## src/rtl/core/spq_pkg.sv

```systemverilog
// ----------------------------------------------------------------------------
// Priority queue shared definitions
// Default sizes, operation codes and the control bundle that the queue
// drives into every storage cell.
// ----------------------------------------------------------------------------
package spq_pkg;

	localparam int DEPTH_DEF         = 16;
	localparam int KEY_WIDTH_DEF     = 32;
	localparam int PAYLOAD_WIDTH_DEF = 16;

	localparam int FUNC_WIDTH = 2;

	// Operation selector of a request.
	typedef enum logic [FUNC_WIDTH-1:0] {
		FUNC_INSERT = 2'd0,
		FUNC_GET    = 2'd1,
		FUNC_PEEK   = 2'd2
	} func_t;

	// Per-cycle command broadcast along the cell chain.
	typedef struct packed {
		logic ins;
		logic pop;
	} cell_ctrl_t;

endpackage

```

## src/rtl/core/spq_cell.sv

```systemverilog
// ----------------------------------------------------------------------------
// Priority queue storage cell
// Holds one entry of the sorted list. On an insert it keeps its entry,
// takes the new one or takes its upper neighbor's entry; on a pop it takes
// its lower neighbor's entry.
// ----------------------------------------------------------------------------
module spq_cell #(
	parameter int KEY_WIDTH     = spq_pkg::KEY_WIDTH_DEF,
	parameter int PAYLOAD_WIDTH = spq_pkg::PAYLOAD_WIDTH_DEF
) (
	input  logic                     clk,
	input  spq_pkg::cell_ctrl_t      ctrl,
	input  logic [KEY_WIDTH-1:0]     new_key,
	input  logic [PAYLOAD_WIDTH-1:0] new_payload,
	input  logic                     occupied,
	input  logic                     prev_stays,
	input  logic [KEY_WIDTH-1:0]     prev_key,
	input  logic [PAYLOAD_WIDTH-1:0] prev_payload,
	input  logic [KEY_WIDTH-1:0]     next_key,
	input  logic [PAYLOAD_WIDTH-1:0] next_payload,
	output logic                     stays,
	output logic [KEY_WIDTH-1:0]     key,
	output logic [PAYLOAD_WIDTH-1:0] payload
);

	logic [KEY_WIDTH-1:0]     key_q;
	logic [PAYLOAD_WIDTH-1:0] payload_q;

	// An entry that is greater than or equal to the new key stays ahead of it,
	// which keeps equal keys in arrival order.
	assign stays   = occupied && (key_q >= new_key);
	assign key     = key_q;
	assign payload = payload_q;

	always_ff @(posedge clk) begin
		if (ctrl.ins && !stays) begin
			if (prev_stays) begin
				key_q     <= new_key;
				payload_q <= new_payload;
			end else begin
				key_q     <= prev_key;
				payload_q <= prev_payload;
			end
		end else if (ctrl.pop) begin
			key_q     <= next_key;
			payload_q <= next_payload;
		end
	end

endmodule

```

## src/rtl/core/stable_priority_queue_top.sv

```systemverilog
// ----------------------------------------------------------------------------
// Stable priority queue
// Bounded sorted queue built as a chain of compare-and-shift cells.
// ----------------------------------------------------------------------------
// The queue takes one request per clock cycle and returns one result per
// request, registered in the cycle after acceptance; every cell compares its
// own key with the incoming key in parallel, so insert, get and peek all
// complete on acceptance and the output register only stalls intake
// while a result waits and the consumer is not ready.
module stable_priority_queue_top #(
	parameter int DEPTH         = spq_pkg::DEPTH_DEF,
	parameter int KEY_WIDTH     = spq_pkg::KEY_WIDTH_DEF,
	parameter int PAYLOAD_WIDTH = spq_pkg::PAYLOAD_WIDTH_DEF,
	localparam int COUNT_WIDTH  = $clog2(DEPTH + 1),
	localparam int IN_WIDTH     = ((KEY_WIDTH + PAYLOAD_WIDTH + 7) / 8) * 8,
	localparam int OUT_FIELDS   = 2 + KEY_WIDTH + PAYLOAD_WIDTH + COUNT_WIDTH,
	localparam int OUT_WIDTH    = ((OUT_FIELDS + 7) / 8) * 8
) (
	input  logic                             clk,
	input  logic                             arst_n,
	input  logic                             s_tvalid,
	output logic                             s_tready,
	input  logic [IN_WIDTH-1:0]              s_tdata,  // key, payload
	input  logic [spq_pkg::FUNC_WIDTH-1:0]   s_tuser,  // func
	output logic                             m_tvalid,
	input  logic                             m_tready,
	output logic [OUT_WIDTH-1:0]             m_tdata   // valid_res, head_key,
	                                                   // head_payload, overflow, count
);

	logic                     accept;
	logic [KEY_WIDTH-1:0]     in_key;
	logic [PAYLOAD_WIDTH-1:0] in_payload;
	spq_pkg::func_t           in_func;

	logic [COUNT_WIDTH-1:0]   count_q;
	logic [COUNT_WIDTH-1:0]   count_d;
	logic                     m_valid_q;
	logic [OUT_FIELDS-1:0]    result_q;
	logic [OUT_FIELDS-1:0]    result_d;

	logic                     full;
	logic                     empty;
	spq_pkg::cell_ctrl_t      ctrl;

	logic [DEPTH-1:0]         cell_stays;
	logic [KEY_WIDTH-1:0]     cell_key     [DEPTH];
	logic [PAYLOAD_WIDTH-1:0] cell_payload [DEPTH];

	assign in_key     = s_tdata[KEY_WIDTH-1:0];
	assign in_payload = s_tdata[KEY_WIDTH+PAYLOAD_WIDTH-1:KEY_WIDTH];
	assign in_func    = spq_pkg::func_t'(s_tuser);

	assign s_tready = !m_valid_q || m_tready;
	assign accept   = s_tvalid && s_tready;

	assign full  = (count_q == COUNT_WIDTH'(DEPTH));
	assign empty = (count_q == '0);

	always_comb begin
		ctrl     = '0;
		count_d  = count_q;
		result_d = '0;
		unique case (in_func)
			spq_pkg::FUNC_INSERT: begin
				if (full) begin
					result_d[1 + KEY_WIDTH + PAYLOAD_WIDTH] = 1'b1;
				end else begin
					ctrl.ins = accept;
					count_d  = count_q + COUNT_WIDTH'(1);
				end
			end
			spq_pkg::FUNC_GET, spq_pkg::FUNC_PEEK: begin
				if (!empty) begin
					result_d[0]                                        = 1'b1;
					result_d[KEY_WIDTH:1]                              = cell_key[0];
					result_d[KEY_WIDTH+PAYLOAD_WIDTH:KEY_WIDTH+1]      = cell_payload[0];
					if (in_func == spq_pkg::FUNC_GET) begin
						ctrl.pop = accept;
						count_d  = count_q - COUNT_WIDTH'(1);
					end
				end
			end
			default: begin
			end
		endcase
		result_d[OUT_FIELDS-1:OUT_FIELDS-COUNT_WIDTH] = count_d;
	end

	genvar gi;
	generate
		for (gi = 0; gi < DEPTH; gi++) begin : g_cell
			logic                     prev_stays;
			logic [KEY_WIDTH-1:0]     prev_key;
			logic [PAYLOAD_WIDTH-1:0] prev_payload;
			logic [KEY_WIDTH-1:0]     next_key;
			logic [PAYLOAD_WIDTH-1:0] next_payload;
			logic                     occupied;

			assign occupied = (COUNT_WIDTH'(gi) < count_q);

			if (gi == 0) begin : g_first
				// The head cell takes the new entry whenever it does not keep its own.
				assign prev_stays   = 1'b1;
				assign prev_key     = '0;
				assign prev_payload = '0;
			end else begin : g_inner
				assign prev_stays   = cell_stays[gi-1];
				assign prev_key     = cell_key[gi-1];
				assign prev_payload = cell_payload[gi-1];
			end

			if (gi == DEPTH - 1) begin : g_last
				assign next_key     = '0;
				assign next_payload = '0;
			end else begin : g_more
				assign next_key     = cell_key[gi+1];
				assign next_payload = cell_payload[gi+1];
			end

			spq_cell #(
				.KEY_WIDTH     (KEY_WIDTH),
				.PAYLOAD_WIDTH (PAYLOAD_WIDTH)
			) u_cell (
				.clk          (clk),
				.ctrl         (ctrl),
				.new_key      (in_key),
				.new_payload  (in_payload),
				.occupied     (occupied),
				.prev_stays   (prev_stays),
				.prev_key     (prev_key),
				.prev_payload (prev_payload),
				.next_key     (next_key),
				.next_payload (next_payload),
				.stays        (cell_stays[gi]),
				.key          (cell_key[gi]),
				.payload      (cell_payload[gi])
			);
		end
	endgenerate

	always_ff @(posedge clk or negedge arst_n) begin
		if (!arst_n) begin
			count_q   <= '0;
			m_valid_q <= 1'b0;
		end else begin
			if (accept) begin
				count_q   <= count_d;
				m_valid_q <= 1'b1;
			end else if (m_tready) begin
				m_valid_q <= 1'b0;
			end
		end
	end

	always_ff @(posedge clk) begin
		if (accept) begin
			result_q <= result_d;
		end
	end

	assign m_tvalid = m_valid_q;
	assign m_tdata  = OUT_WIDTH'(result_q);

`ifndef SYNTHESIS
	a_count_bounded: assert property (@(posedge clk) disable iff (!arst_n)
		count_q <= COUNT_WIDTH'(DEPTH))
		else $error("entry count exceeds queue depth");

	a_full_insert_flags: assert property (@(posedge clk) disable iff (!arst_n)
		(accept && s_tuser == spq_pkg::FUNC_INSERT && full)
		|=> (m_tvalid && m_tdata[1 + KEY_WIDTH + PAYLOAD_WIDTH] && $stable(count_q)))
		else $error("insert into a full queue was not dropped and flagged");

	a_get_decrements: assert property (@(posedge clk) disable iff (!arst_n)
		(accept && s_tuser == spq_pkg::FUNC_GET && !empty)
		|=> (count_q == $past(count_q) - COUNT_WIDTH'(1)))
		else $error("get on a non-empty queue did not remove the head");

	a_valid_excludes_overflow: assert property (@(posedge clk) disable iff (!arst_n)
		m_tvalid |-> !(m_tdata[0] && m_tdata[1 + KEY_WIDTH + PAYLOAD_WIDTH]))
		else $error("result reports both a head entry and an overflow");
`endif

endmodule
```

## config.mk

```make
export PLATFORM = sky130hd
export DESIGN_NAME = stable_priority_queue_top
export DESIGN_NICKNAME = d
export VERILOG_FILES = /design/src/rtl/core/spq_pkg.sv /design/src/rtl/core/spq_cell.sv /design/src/rtl/core/stable_priority_queue_top.sv
export SDC_FILE = /design/constraint.sdc
export NUM_CORES = 2
export LEC_CHECK = 0
export BUFFER_PORTS_ARGS = -buffer_cell sky130_fd_sc_hd__buf_2
export CAP_MARGIN = 15
export CORE_MARGIN = 10
export CORE_UTILIZATION = 45
export CTS_CLUSTER_SIZE = 14
export DETAILED_ROUTE_END_ITERATION = 10
export GPL_ROUTABILITY_DRIVEN = 0
export PLACE_DENSITY = 0.62
export SLEW_MARGIN = 10
export SYNTH_ARGS = -nofsm -noshare
export SYNTH_HDL_FRONTEND = slang
export SYNTH_SLANG_ARGS = --single-unit
```

## constraint.sdc

```tcl
create_clock -name clk -period 5.6 [get_ports clk]
set_input_delay 1.68 -clock clk [delete_from_list [all_inputs] [get_ports clk]]
set_output_delay 1.68 -clock clk [all_outputs]
set_load 0.05 [all_outputs]
```

==> reports/qor.txt <==
Post-CTS Setup Inserts: 0
Hold WS: 0.545 ns
Yosys warnings: 0
Setup crit end kind: register
CTS root buf: clkbuf_16
post-synthesis mux area share: 13.1%
top_reg_cell synth: edfxtp_1
mapped cell area: 53000 µm²
initial antenna violation count: 4
dpl cells: 6459
power density cells: 328 nW/µm²
H-tree depth: 3
status: completed
CORE AREA: 117000 µm²
Top Ports: 112
Starting Density: 45.5%
syn_area_per_cell: 10.7 µm²
post-synth cell types: 71
Die X: 363 µm
most common cell after layout, fill and taps aside: edfxtp_1
FP Rows: 125
Routed WL per cell: 26.5 µm
clk_lat worst skew: 0.73 ns
Async S/R FF share, synth: 0.724%
die area: 132000 µm²
crit share post-route: 82.5%
Clock Path Buffers: 3
Peak supply drop: 0.271 mV
Final setup viols: 0
grt ovf: 0
Syn Inst Count: 4940
initial DRC count: 4642
Final Hold Vio Count: 0
fmax: 216 MHz
crit-path most repeated cell: buf_4
Compound-Gate Fraction of Synth Area: 14.9%
clock transition at the registers of the reported paths: 0.06 ns
fin. max-slew vios: 0
ranking of synthesized cells by area: edfxtp_1 47%, ha_1 12%, mux2i_1 10%
Total GRT Usage: 25.8%
Placed Area: 56800 µm²
Max-slew headroom: 27.5%
maximum fanout along the worst path: 49
Req. time, crit path: 5.98 ns
Num CTS Buffers: 97
number of synthesized register bits: 829
Post-Synth Simple-Gate Area: 9.30%
share of post-route cells with drive strength above 1: 13.6%
Synth top area share: 46.7%
CTS tree: built
First-pass DRT Iterations: 5
Pleak: 0.0256 µW
Final Instance Area: 59900 µm²
final std cells w/o fill: 6639
Pwr Total: 19700 µW
first-pass GRT wire length: 263000 µm
CTS hold repair buffers: 0
XOR/XNOR Fraction of Synth Area: 0%
synthesis-to-layout area growth: 13.1%
fin nets: 5607
Max-Cap Viols: 0
post-route minimum period: 4.62 ns
largest net degree at the start of global routing: 97
slowest stage delay, CP: 0.52 ns
DRC viols: 0
Setup crit start kind: input port
Detailed Place HPWL: 124000 µm
most frequent cells in the layout: 823 x edfxtp_1, 713 x a21oi_1, 531 x mux2i_1
via count: 42027
worst hold path class: reg -> reg
largest family of logic cells by synthesized area: compound AO/OA/AOI/OAI gates
Setup Crit Path Kind: in -> reg
Post-CTS Resized: 0
chip height: 363 µm
Mapped Nets: 5512
crit-path cells: buf_2 > inv_1 > ha_1 > nand4_1 > nor4_1 > buf_4 > o21ai_0 > buf_4 > a211oi_1 > buf_4 > nor3_2 > buf_4 > buf_12 > a21oi_1 > a31oi_1
RSZ-0062 raised after global routing: false
vias in the first global route: 41313
Post-synth EDFFs: 823
clock sink count: 829
Final ANT Viol Nets: 0
Worst Path Arrival: 5.00 ns
largest area contributor in the netlist: edfxtp_1
clock skew: 0.0571 ns
I/O Buffers: 110
final WL: 176000 µm
Seq/Total Area, Yosys: 46.9%
via density per instance: 6.33
Worst-Margin Slew: 1.08 ns
Post-Synth Adder-Cell Area: 12.2%
Slowest-stage cell, CP: nor4_1
## sequential cells by signal, summed over array words and instances, names as in the netlist
| name | count |
|---|---|
| count_q | 5 |
| g_cell.u_cell.key | 512 |
| g_cell.u_cell.payload | 256 |
| m_tvalid | 1 |
| result_q | 55 |
## final timing paths
check	startpoint	end	slack [ns]	cells past startpoint
max	s_tdata[23]	g_cell[13].u_cell.key[4]	0.98	15
min	g_cell[0].u_cell.payload[4]	result_q[37]	0.55	1
max reg2reg	count_q[1]	g_cell[5].u_cell.payload[3]	1.61	8
min reg2reg	g_cell[0].u_cell.payload[4]	result_q[37]	0.55	1
max in group asynchronous	arst_n	count_q[3]	4.69	1
min in group asynchronous	arst_n	count_q[1]	0.77	1
## stage by stage
| stage | worst slack, ns | setup TNS [ns] | utilization (%) |
|---|---|---|---|
| 3_3_place_gp | -0.639 | -61.06 | 48.7 |
| 4_1_cts | 0.529 | 0 | 51.4 |
| 2_1_floorplan | 0.00500 | 0 | - |
| 3_5_place_dp | -0.185 | -4.64 | 48.7 |
| 6_report | 0.978 | 0 | 51.4 |
| 5_1_grt | 0.872 | 0 | 51.4 |
## synth_stat cells, types with 13 or more instances
cell type and number:
edfxtp_1 823, a21oi_1 720, mux2i_1 531, ha_1 518, nor2_1 388, nand2_1 341
o21ai_0 323, clkbuf_1 240, a31oi_1 195, mux2_2 136, buf_2 75, inv_1 64
nor3_1 58, and2_1 54, nand4_1 49, nand3_1 39, a21o_1 36, or3_1 34
and4_1 32, nand2b_1 26, a221oi_1 25, buf_4 23, a211oi_1 21, nand3b_1 17
buf_1 13
## logic make-up (layout without fill, tap and decap cells)
logic type               Yosys count  in the layout
AO/OA/AOI/OAI                   1416           1416
AND/OR/NAND/NOR                 1077           1077
flip-flops                       829            829
multiplexers                     676            676
adder cells (fa/ha/maj)          518            518
buffers and inverters            423            596
other                              1              3
## worst max-delay path, delay by kind of cell
family	cells	cell delay, ns
buffers and inverters	7	1.44
AO/OA/AOI/OAI	4	0.63
adder cells (fa/ha/maj)	1	0.28
AND/OR/NAND/NOR	3	0.87
## per-layer routing
| layer | part of all wire (%) | wire length (µm) | vias to the layer above | track usage (%) |
|---|---|---|---|---|
| met4 | 5.1 | 8990 | 6 | 12.5 |
| li1 | - | - | 18989 | - |
| met1 | 41 | 72500 | 20845 | 33.9 |
| met5 | 0.035 | 61 | - | 0 |
| met2 | 46 | 80700 | 1816 | 41.3 |
| met3 | 7.8 | 13800 | 371 | 4.23 |
## power by group
group | switching [µW] | leakage (µW) | internal, µW
Sequential | 416 | 0.00765 | 7530
Clock | 2850 | 0.00149 | 3530
Combinational | 3430 | 0.0164 | 1910
## final cells by class
class	instances	area, µm²
tap	1524	1910
multi-input combinational	3688	26600
clock buffer	122	2550
clock inverter	55	562
timing repair buffer	354	3200
sequential	829	24900
fill	10457	56600
antenna	2	5.00
inverter	65	245
(Power assumes the default switching activity.)
